`src/sv/lru_stack_distance_buckets_unit_defines.svh`:
```
// Assertion macros for the bucketed LRU stack-distance unit.
// Needs i_clk and i_rst_n in the scope that uses them; no other dependencies.
`ifndef LRU_STACK_DISTANCE_BUCKETS_UNIT_DEFINES_SVH
`define LRU_STACK_DISTANCE_BUCKETS_UNIT_DEFINES_SVH

// Same-cycle implication, checked out of reset.
`define LSDB_ASSERT_NOW(label, ante, cons) \
    label: assert property (@(posedge i_clk) disable iff (!i_rst_n) (ante) |-> (cons)) \
        else $error("lsdb assertion failed");

// Next-cycle implication, checked out of reset.
`define LSDB_ASSERT_NEXT(label, ante, cons) \
    label: assert property (@(posedge i_clk) disable iff (!i_rst_n) (ante) |=> (cons)) \
        else $error("lsdb assertion failed");

`endif

```
`src/sv/lsdb_pkg.sv`:
```
// Shared types and constants for the bucketed LRU stack-distance unit.
// No dependencies; used by the interfaces, the adder unit and the top level.
package lsdb_pkg;

    localparam int CFG_W  = 21;
    localparam int ACT_W  = 32;
    localparam int DIST_W = 21;
    localparam int KIND_W = 2;

    // Operation codes carried in the kind field
    localparam logic [KIND_W-1:0] KIND_SET   = 2'd0;
    localparam logic [KIND_W-1:0] KIND_HIT   = 2'd1;
    localparam logic [KIND_W-1:0] KIND_EVICT = 2'd2;

    localparam logic [CFG_W-1:0] LIMIT_RESET = 21'd4096;

    typedef enum logic [1:0] {
        ALU_ADD,
        ALU_DEC
    } t_alu_op;

    typedef enum logic [3:0] {
        S_IDLE,
        S_DEC_RD,
        S_DEC_WR,
        S_HIT_SUM,
        S_HIT_END,
        S_TOP_RD,
        S_TOP_CHK,
        S_AGE_CLR,
        S_AGE_RDB,
        S_AGE_MRG,
        S_AGE_ZERO,
        S_INC_RD,
        S_INC_WR,
        S_DONE
    } t_state;

endpackage

```
`src/sv/lsdb_if.sv`:
```
// Valid/ready channel interfaces for the input items and result items.
// Depends on lsdb_pkg for field widths.
interface lsdb_in_if;
    logic                         valid;
    logic                         ready;
    logic [lsdb_pkg::KIND_W-1:0]  kind;
    logic [lsdb_pkg::ACT_W-1:0]   activity;

    modport source (output valid, output kind, output activity, input ready);
    modport sink   (input valid, input kind, input activity, output ready);
endinterface

interface lsdb_out_if;
    logic                         valid;
    logic                         ready;
    logic [lsdb_pkg::ACT_W-1:0]   new_activity;
    logic                         dist_valid;
    logic [lsdb_pkg::DIST_W-1:0]  dist_start;
    logic [lsdb_pkg::DIST_W-1:0]  dist_end;

    modport source (output valid, output new_activity, output dist_valid,
                    output dist_start, output dist_end, input ready);
    modport sink   (input valid, input new_activity, input dist_valid,
                    input dist_start, input dist_end, output ready);
endinterface

```
`src/sv/lsdb_alu.sv`:
```
// Shared saturating counter arithmetic: add with clamp at all ones,
// decrement with floor at zero. Depends on lsdb_pkg for the op code type.
module lsdb_alu #(
    parameter int W = 21
) (
    input  lsdb_pkg::t_alu_op i_op,
    input  logic [W-1:0]      i_a,
    input  logic [W-1:0]      i_b,
    output logic [W-1:0]      o_y
);

    logic [W:0] sum;

    assign sum = {1'b0, i_a} + {1'b0, i_b};

    // Pick the operation result
    always_comb begin
        case (i_op)
            lsdb_pkg::ALU_ADD: begin
                o_y = sum[W] ? {W{1'b1}} : sum[W-1:0];
            end
            lsdb_pkg::ALU_DEC: begin
                o_y = (i_a == '0) ? '0 : (i_a - W'(1));
            end
            default: begin
                o_y = i_a;
            end
        endcase
    end

endmodule

```
`src/sv/lsdb_ring.sv`:
```
// Ring of bucket counters: one write port, one registered read port.
// Per-entry valid bits make unwritten entries read as zero after reset.
module lsdb_ring #(
    parameter int DEPTH = 17,
    parameter int AW    = 5,
    parameter int W     = 21
) (
    input  logic         i_clk,
    input  logic         i_rst_n,
    input  logic         i_we,
    input  logic [AW-1:0] i_waddr,
    input  logic [W-1:0]  i_wdata,
    input  logic         i_re,
    input  logic [AW-1:0] i_raddr,
    output logic [W-1:0]  o_rdata
);

    logic [W-1:0]     r_mem [DEPTH];
    logic [DEPTH-1:0] r_vld;
    logic [W-1:0]     r_rdata;
    logic             r_rvld;

    // Write the counter array
    always_ff @(posedge i_clk) begin
        if (i_we) begin
            r_mem[i_waddr] <= i_wdata;
        end
    end

    // Mark entries once written
    always_ff @(posedge i_clk) begin
        if (!i_rst_n) begin
            r_vld <= '0;
        end else if (i_we) begin
            r_vld[i_waddr] <= 1'b1;
        end
    end

    // Registered read, hold when not enabled
    always_ff @(posedge i_clk) begin
        if (i_re) begin
            r_rdata <= r_mem[i_raddr];
            r_rvld  <= r_vld[i_raddr];
        end
    end

    assign o_rdata = r_rvld ? r_rdata : '0;

endmodule

```
`src/sv/lru_stack_distance_buckets_unit.sv`:
```
// Bucketed LRU stack-distance estimator. Keeps NUM_BUCKETS age buckets of item
// counts in a ring of NUM_BUCKETS+1 counters plus a 32-bit window base; each
// set, hit or evict returns one result with the item's new tag and, for hits,
// the stack-distance interval [dist_start, dist_end). The block takes one item
// at a time through a single counter memory port and one shared saturating
// adder. A hit reads one bucket per cycle from the top bucket down to the
// item's bucket, rel buckets above the bottom. A hit or evict with a zero tag,
// or the unused kind 3, goes straight to the result. A set or hit whose top
// bucket reaches the limit first ages the window: clear, read, merge, zero.
// A new input is taken while the previous result waits at the output.
// Depends on lsdb_pkg, lsdb_if, lsdb_alu, lsdb_ring and the defines header.
`include "lru_stack_distance_buckets_unit_defines.svh"

module lru_stack_distance_buckets_unit #(
    parameter int NUM_BUCKETS = 16,
    parameter int COUNT_BITS  = 21
) (
    input  logic                          i_clk,
    input  logic                          i_rst_n,
    input  logic                          i_cfg_we,
    input  logic [lsdb_pkg::CFG_W-1:0]    i_cfg_wdata,
    lsdb_in_if.sink                       i_in,
    lsdb_out_if.source                    o_out
);

    localparam int RING   = NUM_BUCKETS + 1;
    localparam int SLOT_W = $clog2(RING);
    localparam int IDX_W  = $clog2(NUM_BUCKETS);
    localparam int CMP_W  = COUNT_BITS + lsdb_pkg::CFG_W;
    localparam int WIDE_W = COUNT_BITS + lsdb_pkg::DIST_W;
    localparam int ACT_W  = lsdb_pkg::ACT_W;
    localparam int DIST_W = lsdb_pkg::DIST_W;

    localparam logic [ACT_W:0]    BASE_MAX = {1'b1, {ACT_W{1'b0}}} - (ACT_W+1)'(NUM_BUCKETS);
    localparam logic [SLOT_W-1:0] OFF_ZERO = '0;
    localparam logic [SLOT_W-1:0] OFF_ONE  = SLOT_W'(1);
    localparam logic [SLOT_W-1:0] OFF_TOP  = SLOT_W'(NUM_BUCKETS - 1);
    localparam logic [SLOT_W-1:0] OFF_NEW  = SLOT_W'(NUM_BUCKETS);
    localparam logic [IDX_W-1:0]  IDX_TOP  = IDX_W'(NUM_BUCKETS - 1);

    // Slot of (base + k) in the ring, k below RING
    function automatic logic [SLOT_W-1:0] slot_add(input logic [SLOT_W-1:0] s,
                                                   input logic [SLOT_W-1:0] k);
        logic [SLOT_W:0] sum;
        sum = {1'b0, s} + {1'b0, k};
        if (sum >= (SLOT_W+1)'(RING)) begin
            sum = sum - (SLOT_W+1)'(RING);
        end
        return sum[SLOT_W-1:0];
    endfunction

    lsdb_pkg::t_state r_state, n_state;

    logic [lsdb_pkg::CFG_W-1:0]  r_limit;
    logic [ACT_W-1:0]            r_base, n_base;
    logic [SLOT_W-1:0]           r_base_slot, n_base_slot;
    logic [lsdb_pkg::KIND_W-1:0] r_kind;
    logic [IDX_W-1:0]            r_rel, n_rel;
    logic [IDX_W-1:0]            r_idx, n_idx;
    logic                        r_pend, n_pend;
    logic [COUNT_BITS-1:0]       r_start, n_start;
    logic [COUNT_BITS-1:0]       r_end, n_end;
    logic [COUNT_BITS-1:0]       r_tmp, n_tmp;
    logic [ACT_W-1:0]            r_new_act, n_new_act;
    logic                        r_dvalid, n_dvalid;

    logic                        r_o_valid;
    logic [ACT_W-1:0]            r_o_new_act;
    logic                        r_o_dvalid;
    logic [DIST_W-1:0]           r_o_start;
    logic [DIST_W-1:0]           r_o_end;

    logic                        in_xfer;
    logic                        act_zero;
    logic                        act_below;
    logic [ACT_W-1:0]            act_diff;
    logic [IDX_W-1:0]            rel_in;
    logic                        age_go;
    logic                        out_load;
    logic [WIDE_W-1:0]           start_wide;
    logic [WIDE_W-1:0]           end_wide;

    logic                        rd_en;
    logic [SLOT_W-1:0]           rd_off;
    logic [COUNT_BITS-1:0]       rd_data;
    logic                        wr_en;
    logic [SLOT_W-1:0]           wr_off;
    logic [COUNT_BITS-1:0]       wr_data;
    lsdb_pkg::t_alu_op           alu_op;
    logic [COUNT_BITS-1:0]       alu_a;
    logic [COUNT_BITS-1:0]       alu_b;
    logic [COUNT_BITS-1:0]       alu_y;

    lsdb_ring #(
        .DEPTH (RING),
        .AW    (SLOT_W),
        .W     (COUNT_BITS)
    ) u_ring (
        .i_clk   (i_clk),
        .i_rst_n (i_rst_n),
        .i_we    (wr_en),
        .i_waddr (slot_add(r_base_slot, wr_off)),
        .i_wdata (wr_data),
        .i_re    (rd_en),
        .i_raddr (slot_add(r_base_slot, rd_off)),
        .o_rdata (rd_data)
    );

    lsdb_alu #(
        .W (COUNT_BITS)
    ) u_alu (
        .i_op (alu_op),
        .i_a  (alu_a),
        .i_b  (alu_b),
        .o_y  (alu_y)
    );

    // Input handshake and tag clamp into a bucket offset
    assign i_in.ready = (r_state == lsdb_pkg::S_IDLE);
    assign in_xfer    = i_in.valid && i_in.ready;
    assign act_zero   = (i_in.activity == '0);
    assign act_below  = (i_in.activity < r_base);
    assign act_diff   = i_in.activity - r_base;
    assign rel_in     = act_below ? '0 :
                        (act_diff > ACT_W'(NUM_BUCKETS - 1)) ? IDX_TOP : act_diff[IDX_W-1:0];

    // Ageing needed and allowed
    assign age_go = (CMP_W'(rd_data) >= CMP_W'(r_limit)) && ({1'b0, r_base} < BASE_MAX);

    assign out_load = (r_state == lsdb_pkg::S_DONE) && (!r_o_valid || o_out.ready);

    // Next state
    always_comb begin
        n_state = r_state;
        case (r_state)
            lsdb_pkg::S_IDLE: begin
                if (in_xfer) begin
                    case (i_in.kind)
                        lsdb_pkg::KIND_SET:   n_state = act_zero ? lsdb_pkg::S_TOP_RD
                                                                 : lsdb_pkg::S_DEC_RD;
                        lsdb_pkg::KIND_HIT:   n_state = act_zero ? lsdb_pkg::S_DONE
                                                                 : lsdb_pkg::S_HIT_SUM;
                        lsdb_pkg::KIND_EVICT: n_state = act_zero ? lsdb_pkg::S_DONE
                                                                 : lsdb_pkg::S_DEC_RD;
                        default:              n_state = lsdb_pkg::S_DONE;
                    endcase
                end
            end
            lsdb_pkg::S_DEC_RD:   n_state = lsdb_pkg::S_DEC_WR;
            lsdb_pkg::S_DEC_WR: begin
                n_state = (r_kind == lsdb_pkg::KIND_EVICT) ? lsdb_pkg::S_DONE
                                                           : lsdb_pkg::S_TOP_RD;
            end
            lsdb_pkg::S_HIT_SUM: begin
                if (r_idx == r_rel) begin
                    n_state = lsdb_pkg::S_HIT_END;
                end
            end
            lsdb_pkg::S_HIT_END:  n_state = lsdb_pkg::S_DEC_WR;
            lsdb_pkg::S_TOP_RD:   n_state = lsdb_pkg::S_TOP_CHK;
            lsdb_pkg::S_TOP_CHK:  n_state = age_go ? lsdb_pkg::S_AGE_CLR : lsdb_pkg::S_INC_WR;
            lsdb_pkg::S_AGE_CLR:  n_state = lsdb_pkg::S_AGE_RDB;
            lsdb_pkg::S_AGE_RDB:  n_state = lsdb_pkg::S_AGE_MRG;
            lsdb_pkg::S_AGE_MRG:  n_state = lsdb_pkg::S_AGE_ZERO;
            lsdb_pkg::S_AGE_ZERO: n_state = lsdb_pkg::S_INC_RD;
            lsdb_pkg::S_INC_RD:   n_state = lsdb_pkg::S_INC_WR;
            lsdb_pkg::S_INC_WR:   n_state = lsdb_pkg::S_DONE;
            lsdb_pkg::S_DONE: begin
                if (out_load) begin
                    n_state = lsdb_pkg::S_IDLE;
                end
            end
            default:              n_state = lsdb_pkg::S_IDLE;
        endcase
    end

    // Datapath controls: memory port, shared adder, working registers
    always_comb begin
        n_base      = r_base;
        n_base_slot = r_base_slot;
        n_rel       = r_rel;
        n_idx       = r_idx;
        n_pend      = r_pend;
        n_start     = r_start;
        n_end       = r_end;
        n_tmp       = r_tmp;
        n_new_act   = r_new_act;
        n_dvalid    = r_dvalid;
        rd_en       = 1'b0;
        rd_off      = OFF_ZERO;
        wr_en       = 1'b0;
        wr_off      = OFF_ZERO;
        wr_data     = alu_y;
        alu_op      = lsdb_pkg::ALU_ADD;
        alu_a       = rd_data;
        alu_b       = '0;
        case (r_state)
            lsdb_pkg::S_IDLE: begin
                if (in_xfer) begin
                    n_rel     = rel_in;
                    n_idx     = IDX_TOP;
                    n_pend    = 1'b0;
                    n_start   = '0;
                    n_end     = '0;
                    n_dvalid  = 1'b0;
                    n_new_act = '0;
                end
            end
            lsdb_pkg::S_DEC_RD: begin
                rd_en  = 1'b1;
                rd_off = SLOT_W'(r_rel);
            end
            lsdb_pkg::S_DEC_WR: begin
                alu_op = lsdb_pkg::ALU_DEC;
                wr_en  = 1'b1;
                wr_off = SLOT_W'(r_rel);
            end
            lsdb_pkg::S_HIT_SUM: begin
                // read one bucket, add the one read last cycle
                rd_en  = 1'b1;
                rd_off = SLOT_W'(r_idx);
                n_pend = 1'b1;
                if (r_pend) begin
                    alu_a   = r_start;
                    alu_b   = rd_data;
                    n_start = alu_y;
                end
                if (r_idx != r_rel) begin
                    n_idx = r_idx - IDX_W'(1);
                end
            end
            lsdb_pkg::S_HIT_END: begin
                alu_a    = r_start;
                alu_b    = rd_data;
                n_end    = alu_y;
                n_dvalid = 1'b1;
            end
            lsdb_pkg::S_TOP_RD: begin
                rd_en  = 1'b1;
                rd_off = OFF_TOP;
            end
            lsdb_pkg::S_TOP_CHK: begin
                rd_en = 1'b0;
            end
            lsdb_pkg::S_AGE_CLR: begin
                // clear the new top, start reading the old bottom
                wr_en   = 1'b1;
                wr_off  = OFF_NEW;
                wr_data = '0;
                rd_en   = 1'b1;
                rd_off  = OFF_ZERO;
            end
            lsdb_pkg::S_AGE_RDB: begin
                rd_en  = 1'b1;
                rd_off = OFF_ONE;
                n_tmp  = rd_data;
            end
            lsdb_pkg::S_AGE_MRG: begin
                alu_b  = r_tmp;
                wr_en  = 1'b1;
                wr_off = OFF_ONE;
            end
            lsdb_pkg::S_AGE_ZERO: begin
                // drop the old bottom and advance the window
                wr_en       = 1'b1;
                wr_off      = OFF_ZERO;
                wr_data     = '0;
                n_base      = r_base + ACT_W'(1);
                n_base_slot = slot_add(r_base_slot, OFF_ONE);
            end
            lsdb_pkg::S_INC_RD: begin
                rd_en  = 1'b1;
                rd_off = OFF_TOP;
            end
            lsdb_pkg::S_INC_WR: begin
                alu_b     = COUNT_BITS'(1);
                wr_en     = 1'b1;
                wr_off    = OFF_TOP;
                n_new_act = r_base + ACT_W'(NUM_BUCKETS - 1);
            end
            lsdb_pkg::S_DONE: begin
                rd_en = 1'b0;
            end
            default: begin
                rd_en = 1'b0;
            end
        endcase
    end

    // Control state
    always_ff @(posedge i_clk) begin
        if (!i_rst_n) begin
            r_state     <= lsdb_pkg::S_IDLE;
            r_limit     <= lsdb_pkg::LIMIT_RESET;
            r_base      <= ACT_W'(1);
            r_base_slot <= SLOT_W'(1);
            r_o_valid   <= 1'b0;
        end else begin
            r_state     <= n_state;
            r_base      <= n_base;
            r_base_slot <= n_base_slot;
            if (i_cfg_we) begin
                r_limit <= i_cfg_wdata;
            end
            if (out_load) begin
                r_o_valid <= 1'b1;
            end else if (o_out.ready) begin
                r_o_valid <= 1'b0;
            end
        end
    end

    // Working registers
    always_ff @(posedge i_clk) begin
        if (in_xfer) begin
            r_kind <= i_in.kind;
        end
        r_rel     <= n_rel;
        r_idx     <= n_idx;
        r_pend    <= n_pend;
        r_start   <= n_start;
        r_end     <= n_end;
        r_tmp     <= n_tmp;
        r_new_act <= n_new_act;
        r_dvalid  <= n_dvalid;
    end

    // Fit counts to the distance field width
    assign start_wide = WIDE_W'(r_start);
    assign end_wide   = WIDE_W'(r_end);

    // Output register, holds the result until transferred
    always_ff @(posedge i_clk) begin
        if (out_load) begin
            r_o_new_act <= r_new_act;
            r_o_dvalid  <= r_dvalid;
            r_o_start   <= start_wide[DIST_W-1:0];
            r_o_end     <= end_wide[DIST_W-1:0];
        end
    end

    assign o_out.valid        = r_o_valid;
    assign o_out.new_activity = r_o_new_act;
    assign o_out.dist_valid   = r_o_dvalid;
    assign o_out.dist_start   = r_o_start;
    assign o_out.dist_end     = r_o_end;

    `LSDB_ASSERT_NEXT(a_accept_leaves_idle, in_xfer, r_state != lsdb_pkg::S_IDLE)
    `LSDB_ASSERT_NEXT(a_base_steps_by_one, 1'b1, (r_base - $past(r_base)) <= ACT_W'(1))
    `LSDB_ASSERT_NOW(a_base_slot_in_ring, 1'b1, r_base_slot <= OFF_NEW)

endmodule
```
`src/flat_wrapper.sv`:
```
// flat-port wrapper written by rule: the top's interface ports become plain ports
module lru_stack_distance_buckets_unit_flat 
#(
    parameter int NUM_BUCKETS = 16,
    parameter int COUNT_BITS  = 21
)
  (i_clk, i_rst_n, i_cfg_we, i_cfg_wdata, i_in_valid, i_in_kind, i_in_activity, i_in_ready, o_out_valid, o_out_new_activity, o_out_dist_valid, o_out_dist_start, o_out_dist_end, o_out_ready);
  lsdb_in_if i_in_i ();
  lsdb_out_if o_out_i ();
  input  logic i_clk;
  input  logic i_rst_n;
  input  logic i_cfg_we;
  input  logic [lsdb_pkg::CFG_W-1:0] i_cfg_wdata;
  input wire logic [$bits(i_in_i.valid)-1:0] i_in_valid;
  input wire logic [$bits(i_in_i.kind)-1:0] i_in_kind;
  input wire logic [$bits(i_in_i.activity)-1:0] i_in_activity;
  output wire logic [$bits(i_in_i.ready)-1:0] i_in_ready;
  output wire logic [$bits(o_out_i.valid)-1:0] o_out_valid;
  output wire logic [$bits(o_out_i.new_activity)-1:0] o_out_new_activity;
  output wire logic [$bits(o_out_i.dist_valid)-1:0] o_out_dist_valid;
  output wire logic [$bits(o_out_i.dist_start)-1:0] o_out_dist_start;
  output wire logic [$bits(o_out_i.dist_end)-1:0] o_out_dist_end;
  input wire logic [$bits(o_out_i.ready)-1:0] o_out_ready;
  assign i_in_i.valid = i_in_valid;
  assign i_in_i.kind = i_in_kind;
  assign i_in_i.activity = i_in_activity;
  assign i_in_ready = i_in_i.ready;
  assign o_out_valid = o_out_i.valid;
  assign o_out_new_activity = o_out_i.new_activity;
  assign o_out_dist_valid = o_out_i.dist_valid;
  assign o_out_dist_start = o_out_i.dist_start;
  assign o_out_dist_end = o_out_i.dist_end;
  assign o_out_i.ready = o_out_ready;
  lru_stack_distance_buckets_unit #(.NUM_BUCKETS(NUM_BUCKETS), .COUNT_BITS(COUNT_BITS)) u_core (.i_clk(i_clk), .i_rst_n(i_rst_n), .i_cfg_we(i_cfg_we), .i_cfg_wdata(i_cfg_wdata), .i_in(i_in_i), .o_out(o_out_i));
endmodule
```
`config.mk`:
```
export PLATFORM = sky130hd
export DESIGN_NAME = lru_stack_distance_buckets_unit_flat
export DESIGN_NICKNAME = d
export VERILOG_FILES = /design/src/sv/lsdb_pkg.sv /design/src/sv/lsdb_if.sv /design/src/sv/lsdb_alu.sv /design/src/sv/lsdb_ring.sv /design/src/sv/lru_stack_distance_buckets_unit.sv /design/src/flat_wrapper.sv
export VERILOG_INCLUDE_DIRS = /design/src /design/src/sv
export SDC_FILE = /design/constraint.sdc
export NUM_CORES = 1
export LEC_CHECK = 0
export BUFFER_PORTS_ARGS = -buffer_cell sky130_fd_sc_hd__buf_2
export CELL_PAD_IN_SITES_DETAIL_PLACEMENT = 1
export CELL_PAD_IN_SITES_GLOBAL_PLACEMENT = 2
export CORE_MARGIN = 2
export CORE_UTILIZATION = 44
export DETAILED_ROUTE_END_ITERATION = 7
export GPL_TIMING_DRIVEN = 0
export HOLD_SLACK_MARGIN = 0.03
export PLACE_DENSITY_LB_ADDON = 0.05
export SYNTH_ARGS = -nofsm -noshare
export SYNTH_HDL_FRONTEND = slang
export SYNTH_HIERARCHICAL = 1
export SYNTH_SLANG_ARGS = --single-unit
```
`constraint.sdc`:
```
create_clock -name i_clk -period 7.75 [get_ports i_clk]
set_input_delay 0.775 -clock i_clk [delete_from_list [all_inputs] [get_ports i_clk]]
set_output_delay 0.775 -clock i_clk [all_outputs]
set_load 0.02 [all_outputs]
```
; Word level (Yosys, flattened, before mapping)
; Memories as Yosys holds them, arrays and structs flattened. A register that Yosys moved wholly into a read port is not among the register bits.
; Index checks and enable logic that the tools add are counted.
[totals]
out_inout_bits = 77
inputBits = 60
mem_bits_rw = 357
regBits = 263
n_memories = 1
[mem_list]
columns = name, words, word_bits, rd, rd_clocked_by_memory_dff, write_ports, line_no
row1 = u_core.u_ring.r_mem, 17, 21, 1, 1, 1, lsdb_ring.sv:18  ; logic [W-1:0] r_mem [DEPTH];
[op_classes]
add_sub_neg = 12
bitwise_logic = 1
eq_ne = 24
muxes = 48
magnitude_cmp = 10
n_reduce_logical = 27
[op_table]
columns = op, n
row1 = 21-bit 2-to-1 mux, 8
row2 = 21-bit case mux with 2 select lines, 4
row3 = 21-bit case mux with 4 select lines, 1
row4 = 32-bit case mux with 2 select lines, 1
row5 = 4-bit case mux with 13 select lines, 1
row6 = 4-bit 2-to-1 mux, 10
row7 = "32-bit by 1-bit adder with 32-bit output, second input constant", 1
row8 = "32-bit by 4-bit adder with 32-bit output, second input constant", 1
row9 = "32-bit by 4-bit greater-than comparator with 1-bit output, second input constant", 1
row10 = 32-bit logical NOT, 1
row11 = 32-bit less-than comparator, 1
row12 = "32-bit less-than comparator, second input constant", 1
row13 = 32-bit 2-to-1 mux, 1
row14 = 32-bit subtractor, 1
row15 = "4-bit equality test, second input constant", 6
row16 = 21-bit by 21-bit adder with 22-bit output, 1
row17 = 21-bit greater-or-equal comparator, 1
row18 = 21-bit logical NOT, 1
row19 = "21-bit by 1-bit subtractor with 21-bit output, second input constant", 1
row20 = 5-bit case mux with 4 select lines, 1
row21 = "6-bit by 5-bit greater-or-equal comparator with 1-bit output, second input constant", 3
row22 = 17-bit OR, 1
row23 = "4-bit by 3-bit equality test with 1-bit output, second input constant", 4
row24 = 4-bit case mux with 4 select lines, 1
row25 = other kinds (34), 69

; Logic depth before layout (Yosys ltp)
[logic_depth]
word_depth = 10
ltp_mapped = 21

; By module
; Netlist, hierarchy kept.
[modules_own_cells]
columns = module, area_per_inst_um2, n_inst, seq_area_each_um2, cells_each
row1 = lsdb_ring, 15060.7, 1, 11721.2, 686
row2 = lru_stack_distance_buckets_unit, 13623.1, 1, 6726.5, 1364
row3 = lsdb_alu, 1985.7, 1, 0.0, 299

; Least setup slack after synthesis
; No wires, ideal clock.
[synth_path]
path_kind = reg-to-reg
start = register u_core.r_state[0]
end = memory u_core.u_ring.r_mem[16][0], enable pin
required_ps = 7286
path_stages_with_launch = 17
path_slack_ps = 1514
synth_period_minus_slack_ps = 6236
arrival_time_ps = 5772
path_cell_list = dfxtp_1 > clkbuf_1 > clkbuf_1 > nor3_1 > nand2_1 > nand2_1 > ha_1 > inv_1 > fa_1 > ha_1 > nand2_1 > o31ai_1 > nand2_1 > nand2_1 > o21ai_0 > or3b_2 > nor4b_1
[synth_via]
elab_chain_cells = 5
elab_cells_between_ends = 14
[synth_rtl]
columns = element, line_no
row1 = from (decl), lru_stack_distance_buckets_unit.sv:52  ; lsdb_pkg::t_state r_state, n_state;
row2 = from (signal assigned), lru_stack_distance_buckets_unit.sv:293  ; r_state <= lsdb_pkg::S_IDLE;
row3 = from (signal assigned), lru_stack_distance_buckets_unit.sv:299  ; r_state <= n_state;
row4 = "4-bit equality test, or another cell as far along", lru_stack_distance_buckets_unit.sv:197  ; case (r_state)
row5 = 5-bit case mux with 4 select lines / 5-bit OR reduction (equally long branches), --
row6 = 5-bit by 5-bit adder with 6-bit output / 1-bit 2-to-1 mux (equally long branches), "lru_stack_distance_buckets_unit.sv:45, lru_stack_distance_buckets_unit.sv:197"
row7 = "5-bit subtractor, or another cell as far along", lru_stack_distance_buckets_unit.sv:47  ; sum = sum - (SLOT_W+1)'(RING);
row8 = 5-bit 2-to-1 mux / 1-bit 2-to-1 mux (equally long branches), "lru_stack_distance_buckets_unit.sv:46, lsdb_ring.sv:26"
row9 = to (decl), lsdb_ring.sv:18
; Parallel ways exist; a longest one is shown, timed or not.

; Final worst setup path
[layout_path]
start = register u_core.r_state[0]
end = memory u_core.u_ring.r_mem[7][20], data pin
[layout_via]
elab_chain_cells = 6
elab_cells_between_ends = 20
[layout_rtl]
columns = element, line_no
row1 = 4-bit by 3-bit equality test with 1-bit output / 4-bit by 2-bit equality test with 1-bit output (equally long branches), lru_stack_distance_buckets_unit.sv:197
row2 = 21-bit case mux with 2 select lines *, lru_stack_distance_buckets_unit.sv:197
row3 = via u_core.alu_a[0], lru_stack_distance_buckets_unit.sv:90  ; logic [COUNT_BITS-1:0] alu_a;
row4 = "21-bit by 1-bit subtractor with 21-bit output, or another cell as far along", lsdb_alu.sv:23  ; o_y = (i_a == '0) ? '0 : (i_a - W'(1));
row5 = 21-bit 2-to-1 mux (on tied branches), "lsdb_alu.sv:23, lsdb_alu.sv:20"
row6 = 21-bit case mux with 2 select lines *, lsdb_alu.sv:18  ; case (i_op)
row7 = via u_core.alu_y[20], lru_stack_distance_buckets_unit.sv:92  ; logic [COUNT_BITS-1:0] alu_y;
row8 = 21-bit 2-to-1 mux *, lru_stack_distance_buckets_unit.sv:197
row9 = via u_core.wr_data[20], lru_stack_distance_buckets_unit.sv:88  ; logic [COUNT_BITS-1:0] wr_data;
; Mark *: on every way through the listed nets, which the timed path passes. The rest lies on a longest branch.

==> flow_metrics.py <==
metrics = {
    "run_status": {
        "outcome": "finished clean",
    },
    "place": {
        "place_area_um2": 32800,
        "io_buffers": 135,
        "dp_slack_ns": 1.24,
        "place_congestion": 0.886,
        "hpwl_mm": 65.5,
    },
    "clocking": {
        "postCtsSetupBuffers": 0,
        "cts_sinks": 641,
        "hold_buffers": 0,
        "post_cts_resized": 0,
        "insertion_delay_ns": 0.64,
        "clock_path_buffers": 3,
        "cts-root-buf": "clkbuf_16",
        "htree_levels": 3,
        "cts-buffers-inserted": 70,
        "cts_tree": "done",
        "clk_pin_slew_worst_paths_ns": 0.06,
    },
    "power_and_ir_drop": {
        "vdd_drop_max_uv": 264,
        "power.total_w": 0.0140,
        "p_clk_share_pct": 23.5,
        "power_switching_w": 0.00524,
        "p_per_area_nw_per_um2": 400,
        "power_leakage_nw": 12.4,
        "p_sw_share_pct": 37.3,
        "pwr-share-seq_pct": 35.3,
        "power.internal_w": 0.00881,
        "combinationalPowerShare_pct": 41.2,
    },
    "synth": {
        "yosysMostFrequentCell": "edfxtp_1",
        "synth_commonest_cells": "edfxtp_1, nand2_1, nor2_1",
        "synthTopCellsByArea": "edfxtp_1, mux4_2, dfxtp_1",
        "yosysTopAreaCellShare_pct": 54.9,
        "syn-num-nets": 2507,
        "synth_area_um2": 30700,
        "async_flop_share_pct": 0,
        "yosysUniqueCellTypes": 95,
        "syn_inst": 2349,
        "yosys_warnings": 6,
        "synth_seq_cells": 641,
        "postSynthAreaPerCell_um2": 13.1,
        "synth_flop_cell": "edfxtp_1",
        "synth_edf_count": 561,
        "synth_area_leader_cell": "edfxtp_1",
        "seq_area_frac_synth_pct": 60.2,
    },
    "sta": {
        "final.min_clock_period_ns": 6.49,
        "fin_skew_ns": 0.0443,
        "max_freq_ghz": 0.154,
        "timing.final.hold_violations": 0,
        "setup_viol": 0,
        "finalCritPeriodShare_pct": 83.7,
        "relSlewSlack_pct": 11.3,
        "report.final.slew_viol_count": 0,
        "worst_slew_pin_slew_ns": 1.32,
        "rsz0062_at_grt": "false",
        "setup_ws_ns": 1.26,
        "hold_ws_ns": 0.379,
    },
    "critical_path": {
        "critical_path_required_ns": 8.07,
        "path_common_cell": "clkbuf_1",
        "crit_fanout": 17,
        "startpoint": "u_core/r_state[0]$_SDFFE_PN0P_",
        "reg2reg_from": "u_core/r_state[0]$_SDFFE_PN0P_",
        "crit_end": "u_core/u_ring/r_mem[7][20]$_DFFE_PP_",
        "path_cells": "clkbuf_1 > nor2_1 > and2_1 > nand2b_1 > clkbuf_1 > clkbuf_1 > o21ai_0 > ha_1 > fa_1 > a21oi_1 > o211ai_1 > and4_1 > nor3_1 > mux2i_1 > o211ai_1 > and2_1",
        "reg2reg_to": "u_core/u_ring/r_mem[7][20]$_DFFE_PP_",
        "crit_slowest_cell": "and2_1",
        "arrival_ns": 6.81,
        "worst_setup_path_start_kind": "flop",
        "setup.reg_to_reg.worst_slack_ns": 1.26,
        "path_class": "reg2reg",
        "crit_path_max_incr_delay_ns": 0.75,
        "reg2reg_depth": 16,
        "end_kind": "flop",
    },
    "die": {
        "io_pins": 137,
        "initial_core_util_pct": 44.6,
        "rows": 96,
        "core_um2": 68800,
        "die_area_um2": 71800,
        "die-width_um": 268,
        "chipHeight_um": 268,
    },
    "hold_path": {
        "hold_class": "in2reg",
    },
    "detailed_routing": {
        "vias": 20344,
        "routed_wl_mm": 87.9,
        "ant_nets": 0,
        "wl_per_cell_um": 24.8,
        "first_iter_violations": 1464,
        "avgViaCountPerCell": 5.73,
        "drtPass1Iterations": 5,
        "drc_errors": 0,
    },
    "global_routing": {
        "grt_max_degree": 40,
        "antenna_found_initial": 2,
        "grt_pass1_wl_mm": 134,
        "grt_usage_pct": 24.9,
        "grt-ovfl-total": 0,
        "first_global_vias": 21147,
    },
    "final_layout": {
        "multi_input_area_um2": 11400,
        "fillers": 6978,
        "nNetsFinal": 2724,
        "final_util_pct": 51.0,
        "final_area_um2": 35100,
        "ff_latch_area_um2": 18400,
        "n_antenna_cell": 0,
        "drive_gt1_share_pct": 16.3,
        "synthToLayoutAreaGrowth_pct": 14.5,
    },
    "job": {
        "maxCapViolCount": 0,
    },
}
## cell families after synthesis
logic type / synth area share, %
AND/OR/NAND/NOR: 11.9
flip-flops: 60.2
AO/OA/AOI/OAI: 9.75
buffers and inverters: 3.07
multiplexers: 7.99
XOR/XNOR: 3.06
adder cells (fa/ha/maj): 4.10
other: 0.0122
## critical path, delay by kind of cell (launching register included)
family | cells | cell delay, ns
buf+inv | 3 | 0.94
flops | 1 | 0.30
simple gates | 6 | 2.50
compound gates | 4 | 1.51
mux | 1 | 0.15
fa+ha+maj | 2 | 0.77
## cell type report
cell class / instances / share of cell area (%)
inverter: 90 / 0.962
sequential: 641 / 52.5
clock buffer: 89 / 5.30
timing repair buffer: 145 / 2.47
multi-input combinational: 1502 / 32.5
tap: 931 / 3.32
buffer: 116 / 1.72
clock inverter: 35 / 1.24
## stage by stage
step           TNS, ns  cells
6_report             0   3549
5_1_grt              0   3549
4_1_cts              0   3549
3_5_place_dp         0   3425
3_3_place_gp    -11.46   3415
2_1_floorplan        0   2349
## worst min path at each step
stage / cells past startpoint / startpoint / end / slack, ns
2_1_floorplan: 0 / u_core/r_end[0]$_SDFFCE_PN0P_ / u_core/o_out.dist_end[0]$_DFFE_PP_ / 0.40
3_3_place_gp: 0 / u_core/r_new_act[18]$_SDFFCE_PN0P_ / u_core/o_out.new_activity[18]$_DFFE_PP_ / 0.40
3_5_place_dp: 0 / u_core/r_new_act[18]$_SDFFCE_PN0P_ / u_core/o_out.new_activity[18]$_DFFE_PP_ / 0.41
4_1_cts: 1 / i_in_kind[0] / u_core/r_kind[0]$_DFFE_PP_ / 0.34
5_1_grt: 1 / i_in_kind[0] / u_core/r_kind[0]$_DFFE_PP_ / 0.36
6_report: 1 / i_in_kind[0] / u_core/r_kind[0]$_DFFE_PP_ / 0.38
## cells in the final DEF, fill, tap and decap left out, drive strengths merged, types with 12 or more instances in the layout
| cell | count |
|---|---|
| edfxtp | 561 |
| buf | 187 |
| nand2 | 186 |
| nor2 | 181 |
| clkbuf | 163 |
| a21oi | 98 |
| ha | 94 |
| inv | 90 |
| mux4 | 86 |
| xnor2 | 81 |
| dfxtp | 80 |
| o21ai | 67 |
| and2 | 56 |
| and3 | 54 |
| mux2i | 49 |
| a21o | 46 |
| nand3 | 45 |
| nand4 | 42 |
| nor3 | 36 |
| o21a | 33 |
| o22ai | 31 |
| a211oi | 30 |
| clkinv | 28 |
| xor2 | 26 |
| nor4 | 23 |
| a22o | 21 |
| nor2b | 21 |
| o211ai | 20 |
| or3 | 17 |
| nand2b | 14 |
| o2111ai | 12 |
## registers in the layout, indices dropped and copies added, names as in the netlist, 2 cells and up
signal,count
u_core/o_out.dist_end,21
u_core/r_idx,4
u_core/u_ring/r_mem,357
u_core/r_limit,21
u_core/r_state,4
u_core/o_out.new_activity,32
u_core/r_base,32
u_core/r_new_act,32
u_core/r_tmp,21
u_core/r_start,21
u_core/r_rel,4
u_core/r_base_slot,5
u_core/o_out.dist_start,21
u_core/r_end,21
u_core/u_ring/r_vld,17
u_core/u_ring/r_rdata,21
u_core/r_kind,2
## power by group through the flow
| stage | sequential (W) | clock, W | combinational, W |
|---|---|---|---|
| after global placement | 0.00502 | 0 | 0.00560 |
| after global routing | 0.00499 | 0.00349 | 0.00628 |
| final | 0.00496 | 0.00329 | 0.00579 |
| after detailed placement | 0.00503 | 0 | 0.00579 |
| after floorplan | 0.00496 | 0 | 0.00385 |
| after CTS | 0.00496 | 0.00338 | 0.00583 |
## per-layer routing
metal	up-vias	share of wire (%)	global-route usage, %
li1	9377	-	-
met1	10344	46	35.3
met2	489	47	40.3
met3	134	4.8	3.89
met4	0	2.3	6.28
met5	-	0	0
(Power assumes the default switching activity.)
